## config.mk

```make
export PLATFORM = sky130hd
export DESIGN_NAME = olm_seq_flat
export DESIGN_NICKNAME = d
export VERILOG_FILES = /design/src/rtl/core/ordered_list_move_by_offset_assert.svh /design/src/rtl/core/olm_pkg.sv /design/src/rtl/core/olm_if.sv /design/src/rtl/core/olm_seq.sv /design/src/flat_wrapper.sv
export SDC_FILE = /design/constraint.sdc
export NUM_CORES = 1
export LEC_CHECK = 0
export BUFFER_PORTS_ARGS = -buffer_cell sky130_fd_sc_hd__clkbuf_2
export CAP_MARGIN = 25
export CORE_MARGIN = 4
export CORE_UTILIZATION = 57
export CTS_CLUSTER_DIAMETER = 100
export DETAILED_ROUTE_END_ITERATION = 8
export PLACE_DENSITY = 0.82
export SYNTH_ARGS = -nofsm -noshare
export SYNTH_HDL_FRONTEND = slang
export SYNTH_SLANG_ARGS = --single-unit
```

## constraint.sdc

```tcl
create_clock -name clk -period 4.83 [get_ports clk]
set_clock_uncertainty 0.2 [all_clocks]
set_input_delay 0.483 -clock clk [delete_from_list [all_inputs] [get_ports clk]]
set_output_delay 0.483 -clock clk [all_outputs]
set_load 0.005 [all_outputs]
```

## src/rtl/core/ordered_list_move_by_offset_assert.svh

```systemverilog
// Assertion macros for the ordered list move-by-offset block
`ifndef ORDERED_LIST_MOVE_BY_OFFSET_ASSERT_SVH
`define ORDERED_LIST_MOVE_BY_OFFSET_ASSERT_SVH
`ifndef ASSERT_OFF
`define OLM_ASSERT_IMPL(label, clk, rst_n, pre, post) \
    label: assert property (@(posedge clk) disable iff (!rst_n) (pre) |-> (post)) \
        else $error("olm: same-cycle check failed");
`define OLM_ASSERT_NEXT(label, clk, rst_n, pre, post) \
    label: assert property (@(posedge clk) disable iff (!rst_n) (pre) |=> (post)) \
        else $error("olm: next-cycle check failed");
`else
`define OLM_ASSERT_IMPL(label, clk, rst_n, pre, post)
`define OLM_ASSERT_NEXT(label, clk, rst_n, pre, post)
`endif
`endif

```

## src/rtl/core/olm_pkg.sv

```systemverilog
// Shared types, field widths and codes of the ordered list block
package olm_pkg;

    localparam int ID_W  = 11;
    localparam int OFF_W = 11;
    localparam int POS_W = 10;

    typedef logic [ID_W-1:0]         id_t;
    typedef logic signed [OFF_W-1:0] offset_t;
    typedef logic [POS_W-1:0]        pos_t;
    typedef logic                    opcode_t;

    localparam opcode_t OP_MOVE = 1'b0;
    localparam opcode_t OP_READ = 1'b1;

    localparam id_t QLEN_RESET = 11'd1024;

    typedef struct packed {
        pos_t new_position;
        id_t  read_id;
        logic fault;
    } olm_result_t;

    typedef enum logic [8:0] {
        ST_CLEAR    = 9'b000000001,
        ST_IDLE     = 9'b000000010,
        ST_RD_ISSUE = 9'b000000100,
        ST_RD_WAIT  = 9'b000001000,
        ST_SEARCH   = 9'b000010000,
        ST_CHECK    = 9'b000100000,
        ST_SHIFT    = 9'b001000000,
        ST_PLACE    = 9'b010000000,
        ST_REPLY    = 9'b100000000
    } olm_state_t;

endpackage

```

## src/rtl/core/olm_if.sv

```systemverilog
// Request, response and configuration channel interfaces
interface olm_req_if;
    import olm_pkg::*;
    logic    valid;
    logic    ready;
    opcode_t opcode;
    id_t     item_id;
    offset_t offset;
    pos_t    read_position;
    modport source (output valid, opcode, item_id, offset, read_position, input ready);
    modport sink   (input valid, opcode, item_id, offset, read_position, output ready);
endinterface


```

## src/rtl/core/olm_seq.sv

```systemverilog
// Sequencer: clear sweep, position reads, search, shift walk and placement over the list store
module olm_seq #(
    parameter int MAX_ENTRIES = 1024,
    localparam int AW = $clog2(MAX_ENTRIES),
    localparam int LW = $clog2(MAX_ENTRIES + 1)
) (
    input  logic                 clk,
    input  logic                 rst_n,
    olm_req_if.sink              req,
    input  logic [LW-1:0]        len,
    input  logic                 slot_free,
    output logic                 done,
    output olm_pkg::olm_result_t result,
    output logic                 mem_we,
    output logic [AW-1:0]        mem_waddr,
    output olm_pkg::id_t         mem_wdata,
    output logic [AW-1:0]        mem_raddr,
    input  olm_pkg::id_t         mem_rdata
);
    import olm_pkg::*;

    localparam int CW = ((LW > ID_W) ? LW : ID_W) + 1;
    localparam int SW = CW + 1;

    olm_state_t  state_reg, state_next;
    logic [LW-1:0] ctr_reg, ctr_next;
    logic        look_reg, look_next;
    logic        pend_reg, pend_next;
    logic [LW-1:0] dest_reg, dest_next;
    logic [LW-1:0] p_reg, p_next;
    logic [LW-1:0] t_reg, t_next;
    logic        up_reg, up_next;
    id_t         id_reg, id_next;
    offset_t     off_reg, off_next;
    pos_t        rp_reg, rp_next;
    olm_result_t res_reg, res_next;

    logic [SW-1:0] tgt;
    logic [LW-1:0] step;

    assign tgt  = {{(SW - LW){1'b0}}, p_reg} + {{(SW - OFF_W){off_reg[OFF_W-1]}}, off_reg};
    assign step = up_reg ? ctr_reg + LW'(1) : ctr_reg - LW'(1);

    always_comb
    begin
        state_next = state_reg;
        ctr_next   = ctr_reg;
        look_next  = look_reg;
        pend_next  = pend_reg;
        dest_next  = dest_reg;
        p_next     = p_reg;
        t_next     = t_reg;
        up_next    = up_reg;
        id_next    = id_reg;
        off_next   = off_reg;
        rp_next    = rp_reg;
        res_next   = res_reg;
        mem_we     = 1'b0;
        mem_waddr  = ctr_reg[AW-1:0];
        mem_wdata  = id_reg;
        mem_raddr  = ctr_reg[AW-1:0];
        req.ready  = 1'b0;
        done       = 1'b0;

        unique case (state_reg)
            ST_CLEAR:
            begin
                mem_we    = 1'b1;
                mem_wdata = ID_W'(ctr_reg + LW'(1));
                if (ctr_reg == LW'(MAX_ENTRIES - 1))
                begin
                    ctr_next   = '0;
                    state_next = ST_IDLE;
                end
                else
                begin
                    ctr_next = ctr_reg + LW'(1);
                end
            end
            ST_IDLE:
            begin
                req.ready = 1'b1;
                if (req.valid)
                begin
                    id_next   = req.item_id;
                    off_next  = req.offset;
                    rp_next   = req.read_position;
                    res_next  = '0;
                    ctr_next  = '0;
                    look_next = 1'b0;
                    state_next = (req.opcode == OP_READ) ? ST_RD_ISSUE : ST_SEARCH;
                end
            end
            ST_RD_ISSUE:
            begin
                mem_raddr = AW'(rp_reg);
                if (CW'(rp_reg) < CW'(len))
                begin
                    state_next = ST_RD_WAIT;
                end
                else
                begin
                    res_next.fault = 1'b1;
                    state_next     = ST_REPLY;
                end
            end
            ST_RD_WAIT:
            begin
                res_next.read_id = mem_rdata;
                state_next       = ST_REPLY;
            end
            ST_SEARCH:
            begin
                if (look_reg && (mem_rdata == id_reg))
                begin
                    p_next     = dest_reg;
                    state_next = ST_CHECK;
                end
                else if (ctr_reg < len)
                begin
                    look_next = 1'b1;
                    dest_next = ctr_reg;
                    ctr_next  = ctr_reg + LW'(1);
                end
                else
                begin
                    res_next.fault = 1'b1;
                    state_next     = ST_REPLY;
                end
            end
            ST_CHECK:
            begin
                if (tgt[SW-1] || (tgt[CW-1:0] >= CW'(len)))
                begin
                    res_next.fault = 1'b1;
                    state_next     = ST_REPLY;
                end
                else
                begin
                    t_next     = tgt[LW-1:0];
                    up_next    = tgt[CW-1:0] > CW'(p_reg);
                    ctr_next   = p_reg;
                    pend_next  = 1'b0;
                    state_next = ST_SHIFT;
                end
            end
            ST_SHIFT:
            begin
                // write the entry fetched last cycle, fetch the next one
                if (pend_reg)
                begin
                    mem_we    = 1'b1;
                    mem_waddr = dest_reg[AW-1:0];
                    mem_wdata = mem_rdata;
                end
                if (ctr_reg != t_reg)
                begin
                    mem_raddr = step[AW-1:0];
                    pend_next = 1'b1;
                    dest_next = ctr_reg;
                    ctr_next  = step;
                end
                else
                begin
                    pend_next  = 1'b0;
                    state_next = ST_PLACE;
                end
            end
            ST_PLACE:
            begin
                mem_we    = 1'b1;
                mem_waddr = t_reg[AW-1:0];
                mem_wdata = id_reg;
                res_next.new_position = POS_W'(t_reg);
                state_next = ST_REPLY;
            end
            ST_REPLY:
            begin
                if (slot_free)
                begin
                    done       = 1'b1;
                    state_next = ST_IDLE;
                end
            end
            default:
            begin
                state_next = ST_IDLE;
            end
        endcase
    end

    always_ff @(posedge clk or negedge rst_n)
    begin
        if (!rst_n)
        begin
            state_reg <= ST_CLEAR;
            ctr_reg   <= '0;
            look_reg  <= 1'b0;
            pend_reg  <= 1'b0;
        end
        else
        begin
            state_reg <= state_next;
            ctr_reg   <= ctr_next;
            look_reg  <= look_next;
            pend_reg  <= pend_next;
        end
    end

    always_ff @(posedge clk)
    begin
        dest_reg <= dest_next;
        p_reg    <= p_next;
        t_reg    <= t_next;
        up_reg   <= up_next;
        id_reg   <= id_next;
        off_reg  <= off_next;
        rp_reg   <= rp_next;
        res_reg  <= res_next;
    end

    assign result = res_reg;

endmodule

```

## src/flat_wrapper.sv

```systemverilog
// flat-port wrapper written by rule: the top's interface ports become plain ports
module olm_seq_flat import olm_pkg::*;
#(
    parameter int MAX_ENTRIES = 1024,
    localparam int AW = $clog2(MAX_ENTRIES),
    localparam int LW = $clog2(MAX_ENTRIES + 1)
)
  (clk, rst_n, len, slot_free, done, result, mem_we, mem_waddr, mem_wdata, mem_raddr, mem_rdata, req_valid, req_opcode, req_item_id, req_offset, req_read_position, req_ready);
  olm_req_if req_i ();
  input  logic clk;
  input  logic rst_n;
  input  logic [LW-1:0] len;
  input  logic slot_free;
  output logic done;
  output olm_pkg::olm_result_t result;
  output logic mem_we;
  output logic [AW-1:0] mem_waddr;
  output olm_pkg::id_t mem_wdata;
  output logic [AW-1:0] mem_raddr;
  input  olm_pkg::id_t mem_rdata;
  input wire logic [$bits(req_i.valid)-1:0] req_valid;
  input wire logic [$bits(req_i.opcode)-1:0] req_opcode;
  input wire logic [$bits(req_i.item_id)-1:0] req_item_id;
  input wire logic [$bits(req_i.offset)-1:0] req_offset;
  input wire logic [$bits(req_i.read_position)-1:0] req_read_position;
  output wire logic [$bits(req_i.ready)-1:0] req_ready;
  assign req_i.valid = req_valid;
  assign req_i.opcode = req_opcode;
  assign req_i.item_id = req_item_id;
  assign req_i.offset = req_offset;
  assign req_i.read_position = req_read_position;
  assign req_ready = req_i.ready;
  olm_seq #(.MAX_ENTRIES(MAX_ENTRIES)) u_core (.clk(clk), .rst_n(rst_n), .req(req_i), .len(len), .slot_free(slot_free), .done(done), .result(result), .mem_we(mem_we), .mem_waddr(mem_waddr), .mem_wdata(mem_wdata), .mem_raddr(mem_raddr), .mem_rdata(mem_rdata));
endmodule
```

==> results of run 1 <==
-- how the worst min path moves through the flow --
stage	to	slack, ns
after CTS	u_core.off_reg[1]	0.09
after global routing	u_core.id_reg[5]	0.09
after global placement	u_core.p_reg[10]	0.20
final	u_core.off_reg[9]	0.09
after detailed placement	u_core.p_reg[10]	0.21
after floorplan	u_core.ctr_reg[0]	-0.01
-- worst max-delay path: cells and delay by family, from the launching register on --
family / cells / cell delay [ns]
AOI/OAI and AO/OA: 9 / 2.00
adders and majority gates: 2 / 0.64
and+or+nand+nor: 1 / 0.54
DFF: 1 / 0.43
muxes: 1 / 0.36
xor gates and xnor gates: 1 / 0.21
-- layer usage --
layer | vias to the layer above | track usage (%) | part of all wire [%]
met3 | 45 | 4.833 | 9.8
li1 | 2716 | - | -
met4 | 0 | 11.73 | 2.8
met1 | 2897 | 43.51 | 41
met2 | 401 | 49.77 | 47
met5 | - | 0 | 0
-- logic make-up (layout without fill, tap and decap cells) --
| logic type | Yosys count | after routing | share of synthesized area (%) |
|---|---|---|---|
| simple gates | 218 | 218 | 16.70 |
| compound gates | 161 | 161 | 16.45 |
| flops | 110 | 110 | 45.95 |
| buf+inv | 67 | 183 | 3.870 |
| fa+ha+maj | 56 | 56 | 10.19 |
| xor+xnor | 48 | 48 | 6.047 |
| mux | 5 | 5 | 0.7919 |
-- stage by stage --
step                util (%)  hold slack [ns]  cells  total power, mW
detailed placement     64.37           0.2057    911            3.355
global placement       64.37           0.2029    911            3.306
finish                 67.26          0.09080    928            4.243
CTS                    67.26          0.08753    928            4.196
floorplan                  -         -0.01259    665            2.665
global route           67.26          0.08731    928            4.461
-- cells in the final DEF (no fill, tap or decap), types with 8 or more instances in the layout --
cell,n
a211o_1,12
a221o_1,14
a21oi_1,34
dfrtp_1,21
buf_4,15
xor2_1,10
edfxtp_1,88
xnor2_1,38
nand3_1,13
nand2b_1,12
and3_1,13
clkbuf_16,9
clkbuf_2,114
ha_1,55
inv_1,37
nor2_1,43
nand2_1,42
o21ai_0,32
nor4_1,8
and2_1,24
a21o_1,11
nor3_1,19
nand4_1,15
-- timing repair --
action	4_1_cts	5_1_grt
setup buffers	0	0
endpoints found under the hold margin	21	0
hold buffers	1	0
-- cell type report --
| class | count | share of cell area [%] |
|---|---|---|
| Clock inverter | 4 | 0.9798 |
| Clock buffer | 12 | 3.188 |
| Sequential cell | 110 | 39.70 |
| Multi-Input combinational cell | 488 | 43.50 |
| Inverter | 37 | 1.726 |
| Tap cell | 147 | 2.286 |
| Timing Repair Buffer | 130 | 8.616 |
-- power groups by stage --
stage / logic, mW / registers (mW) / clock network (mW)
6_report: 1.87 / 1.52 / 0.851
3_5_place_dp: 1.82 / 1.53 / 0
2_1_floorplan: 1.24 / 1.42 / 0
5_1_grt: 2.03 / 1.54 / 0.886
4_1_cts: 1.84 / 1.51 / 0.847
3_3_place_gp: 1.78 / 1.52 / 0
==> flow_summary_export.csv, run 1 <==
group,metric,value,unit
yosys,syn_area,6952,sq um
yosys,synth.distinct_cells,67,
timing,max_freq,222.5,MHz
worst_hold_path,hp-start,"req_offset[9]",
floorplan,start_util,58.12,%
yosys,synth_fp_nets,780,
layout,largest_reg_flops,22,
critical_path,critPathRequiredTime,4.88,ns
global_route,grt_max_degree,33,
cts,cts_buffers,9,
cts,clk_path_buf_depth,2,
run_status,status,"complete, no violations",
power,combPwrFrac,44.1,%
cts,htreeDepth,3,
floorplan,fp.dieW,118.4,microns
layout,diodes,0,
timing,drv_slew,0,
yosys,avgSynthCellArea,10.45,sq um
yosys,syn_inst,665,
timing,setup_violations,0,
route,post_drt_wl_per_cell,23.57,microns
route,antenna_left,0,
yosys,yosys.area.top_type,"edfxtp_1",
timing,period_share,93.06,%
global_route,grt_pass1_vias,5996,
placed_design,post-place-ws,0.4457,ns
route,wirelength,21880,microns
route,drc,0,
floorplan,num_rows,40,
yosys,synth_common_cells,"edfxtp_1, ha_1, nor2_1",
critical_path,reg2reg_slack,0.34,ns
route,drt-pass1-iter-count,6,
timing,tightest_slew,0.9360,ns
floorplan,die_area,14030,sq um
layout,multi_input_comb_area,3500,sq um
critical_path,reg2regPathDepth,14,
critical_path,regToRegEndpoint,"u_core.ctr_reg[1]",
critical_path,arrival,4.54,ns
power,intPower,2.521,mW
worst_hold_path,worstHoldPathCells,1,
critical_path,endpoint,"u_core.ctr_reg[1]",
timing,slew_headroom,37.33,%
layout,drive_gt1_share,19.85,%
critical_path,crit_fanout,10,
cts,root_buffer,"clkbuf_16",
yosys,ys_ff_latch,110,
cts,cts_num_sinks,110,
global_route,antenna_found_initial,0,
layout,fin_nets,891,
placed_design,dp_hpwl,16790,microns
floorplan,coreArea,11960,sq um
yosys,yosysTopAreaCellShare,38.01,%
route,initialDrtViolationCount,775,
timing,final-hold-violation-count,0,
placed_design,placed_area,7700,sq um
yosys,yosysWarnings,0,
timing,min_period,4.495,ns
critical_path,crit_chain,"ha_1, a211o_1, o211ai_1, a31oi_1, a21o_1, a21oi_1, xnor2_1, ha_1, a211o_1, a211oi_1, a21oi_1, o31a_1, or3_1, mux2_4",
timing,setup_tns,0,ns
timing,setup_ws,0.3353,ns
power,p_leak,3.601,nW
power,p_seq_share,35.9,%
yosys,synth_most_common_cell,"edfxtp_1",
critical_path,r2r-start,"u_core.p_reg[1]",
power,p_sw,1.722,mW
cts,worst_skew_pair.late_latency,0.36,ns
yosys,ys.flop_type,"edfxtp_1",
cts,cts_resized,0,
placed_design,port_buffers,114,
critical_path,critical-path-max-stage-delay,0.54,ns
job,maxCapViolCount,0,
yosys,synthArstFlopShare,20.00,%
timing,rsz0062_at_grt,"no",
route,vias_per_cell,6.529,
power,switching_share,40.58,%
layout,final_area,8045,sq um
critical_path,endpoint_kind,"register",
floorplan,die_y,118.4,microns
layout,area_growth,15.73,%
power,vdd_ir_drop_max,233.5,uV
global_route,grt_first_pass_wirelength,33710,microns
power,clockPowerShare,20.0,%
global_route,grt.total_usage,31.26,%
critical_path,crit_start,"u_core.p_reg[1]",
route,vias,6059,
worst_hold_path,hold_class,"in2reg",
critical_path,cp_slowest_cell,"or3_1",
floorplan,ios,115,
global_route,overflow,0,
critical_path,critPathKind,"reg2reg",
layout,fillers,917,
cts,cts_tree,"done",
yosys,synth_edf_count,88,
power,power_density,527.4,nW/um^2
yosys,synth_area_leaders,"edfxtp_1, ha_1, dfrtp_1",
yosys,ys_seq_area_share,45.95,%
cts,clkTransAtPathRegs,0.08,ns
layout,seqCellArea,3194,sq um
critical_path,cp-start-kind,"register",
placed_design,gp_congestion,1.016,
Power figures use the tool's default switching activity.
==> inputs of run 2 (changes only) <==
ABC_AREA = 1   (was default)
CORE_UTILIZATION = 58   (was 57)
CTS_BUF_LIST = sky130_fd_sc_hd__clkbuf_16   (was default)
==> run 2 against run 1 <==
Compared with the run above:
- critical path depth is 6 higher
- largest cell class unchanged
- critical path type unchanged
- worst setup slack better by 0.57 ns
- die area is 3.5% higher
- sequential share of layout area decreased by 1.2 points
- sequential power is 5% lower
- synthesized cell count grew 28%
- wire length decreased by 3.8%
- count of clock-buffer cells in the layout fell by 3
==> flow_summary_export.csv, run 2 <==
group,metric,value,unit
timing,tightest_slew,0.6843,ns
yosys,ys_seq_area_share,43.52,%
cts,post_cts.repair.setup_buffers,0,
layout,drive_gt1_share,18.05,%
route,antenna_left,0,
timing,setup_ws,0.9065,ns
cts,clkTransAtPathRegs,0.08,ns
layout,final_area,8302,sq um
cts,cts_num_sinks,110,
critical_path,endpoint_kind,"register",
yosys,synth.distinct_cells,47,
yosys,synth_edf_count,88,
layout,fin_nets,1074,
timing,rsz0062_at_grt,"no",
yosys,syn_inst,849,
critical_path,r2r-start,"u_core.p_reg[0]",
placed_design,port_buffers,114,
critical_path,crit_fanout,13,
yosys,yosys.area.top_type,"edfxtp_1",
floorplan,coreArea,12210,sq um
route,post_drt_wl_per_cell,18.60,microns
floorplan,start_util,60.10,%
floorplan,die_y,120.5,microns
timing,setup_violations,0,
route,wirelength,21050,microns
global_route,grt_pass1_vias,6180,
route,drc,0,
cts,root_buffer,"clkbuf_16",
route,vias,6649,
run_status,status,"complete, no violations",
critical_path,critPathKind,"reg2reg",
power,p_leak,4.014,nW
floorplan,fp.dieW,120.5,microns
yosys,avgSynthCellArea,8.645,sq um
cts,htreeDepth,3,
layout,largest_reg_flops,22,
timing,holdWs,0.08707,ns
global_route,overflow,0,
yosys,syn_area,7340,sq um
yosys,ys_ff_latch,110,
layout,layout_commonest_cell,"nand2_1",
route,initialDrtViolationCount,991,
worst_hold_path,hp-start,"req_item_id[4]",
global_route,grt_first_pass_wirelength,32400,microns
job,maxCapViolCount,0,
critical_path,crit_start,"u_core.p_reg[0]",
timing,final-hold-violation-count,0,
placed_design,dp_hpwl,16170,microns
yosys,synth_fp_nets,964,
global_route,antenna_found_initial,0,
route,drt-pass1-iter-count,6,
floorplan,num_rows,40,
cts,cts_resized,0,
global_route,grt.total_usage,28.91,%
timing,period_share,81.23,%
timing,max_freq,254.9,MHz
cts,cts_tree,"done",
power,power_density,460.4,nW/um^2
power,p_total,3.822,mW
floorplan,ios,115,
layout,diodes,0,
yosys,synth_area_leaders,"edfxtp_1, nand2_1, ha_1",
critical_path,arrival,3.97,ns
placed_design,gp_congestion,0.9712,
cts,worst_skew_pair.late_latency,0.37,ns
placed_design,dp.cells,1114,
yosys,yosysTopAreaCellShare,36.00,%
critical_path,critPathRequiredTime,4.88,ns
global_route,grt_max_degree,24,
yosys,synth_common_cells,"nand2_1, inv_1, edfxtp_1",
layout,final_util,67.98,%
yosys,synthArstFlopShare,20.00,%
timing,setup_tns,0,ns
route,vias_per_cell,5.874,
cts,cts_buffers,9,
yosys,ys.flop_type,"edfxtp_1",
worst_hold_path,hold_class,"in2reg",
layout,final_cell_mix,"nand2_1, clkbuf_2, inv_1",
placed_design,placed_area,7963,sq um
placed_design,post-place-ws,1.076,ns
timing,drv_slew,0,
critical_path,cp-start-kind,"register",
layout,area_growth,13.11,%
cts,clk_path_buf_depth,2,
yosys,yosysWarnings,0,
yosys,synth_most_common_cell,"nand2_1",
timing,slew_headroom,54.25,%
floorplan,die_area,14520,sq um
timing,min_period,3.924,ns
layout,stdcell_count,1132,
power,vdd_ir_drop_max,297.0,uV
==> run 2: cell types whose count changed in the layout (fill, tap and decap cells not counted), moves of 8 or more <==
cell      change
nand2_1     +150
inv_1        +71
nand3_1      +62
nor2_1       +30
xnor2_1      -28
and2_1       -24
o221ai_1     +15
a221o_1      -14
and3_1       -13
a211o_1      -12
nand2b_1     -12
a21o_1       -11
xor2_1        +9
buf_4         -8
==> run 2: critical path, cell delays in order (launching register included) <==
cell and delay [ns]:
edfxtp_1 0.39, ha_1 0.20, inv_1 0.08, fa_1 0.41, nand3b_1 0.19, nand2_1 0.17, nand3_1 0.09, nand2_1 0.08
xor2_1 0.26, ha_1 0.29, inv_1 0.08, o31a_1 0.14, nand2_1 0.06, nand2_1 0.05, nand2_1 0.04, nand2_1 0.06
nand3_1 0.22, nand2_2 0.35, nand2_2 0.26, nand2_1 0.13, nand2_1 0.06
==> run 2: final timing paths <==
kind	endpoint	slack [ns]	cells past startpoint
setup / recovery	u_core.ctr_reg[9]	0.91	20
hold reg to reg	u_core.p_reg[10]	0.24	0
setup reg to reg	u_core.ctr_reg[9]	0.91	20
max in group asynchronous	u_core.ctr_reg[9]	3.54	2
hold / removal	u_core.id_reg[4]	0.09	1
min in group asynchronous	u_core.state_reg[3]	0.48	2
==> run 2: where the power goes <==
| group | internal (mW) | total [mW] | switching [mW] |
|---|---|---|---|
| combinational | 0.542 | 1.56 | 1.02 |
| sequential | 1.30 | 1.45 | 0.148 |
| clock | 0.458 | 0.812 | 0.354 |
| total | 2.30 | 3.82 | 1.52 |
==> run 2: cells by family after synthesis <==
group           synth area share [%]
simple gates                   24.91
buf+inv                        8.899
compound gates                 9.564
flops                          43.52
fa+ha+maj                      9.649
xor+xnor                       3.461
==> run 2: cell type report <==
class	count	area (sq um)
clock buffers	9	225.2
clock inverters	7	96.34
multi-input cells	600	3492
well taps	168	210.2
repair buffers	122	633.1
flip-flops and latches	110	3194
inverters	116	450.4
fillers	1044	3910
==> run 2: routing by layer <==
layer,GRT usage [%],vias up,wire length (microns)
li1,-,3115,-
met1,39.41,3051,8293
met2,43.87,427,9518
met3,8.559,56,2581
met4,10.69,0,658
met5,0,-,0
==> run 2: what timing repair did <==
action / CTS / global route
hold buffers: 1 / 0
endpoints found under the hold margin: 21 / 0
endpoints found under the setup margin: 0 / 0
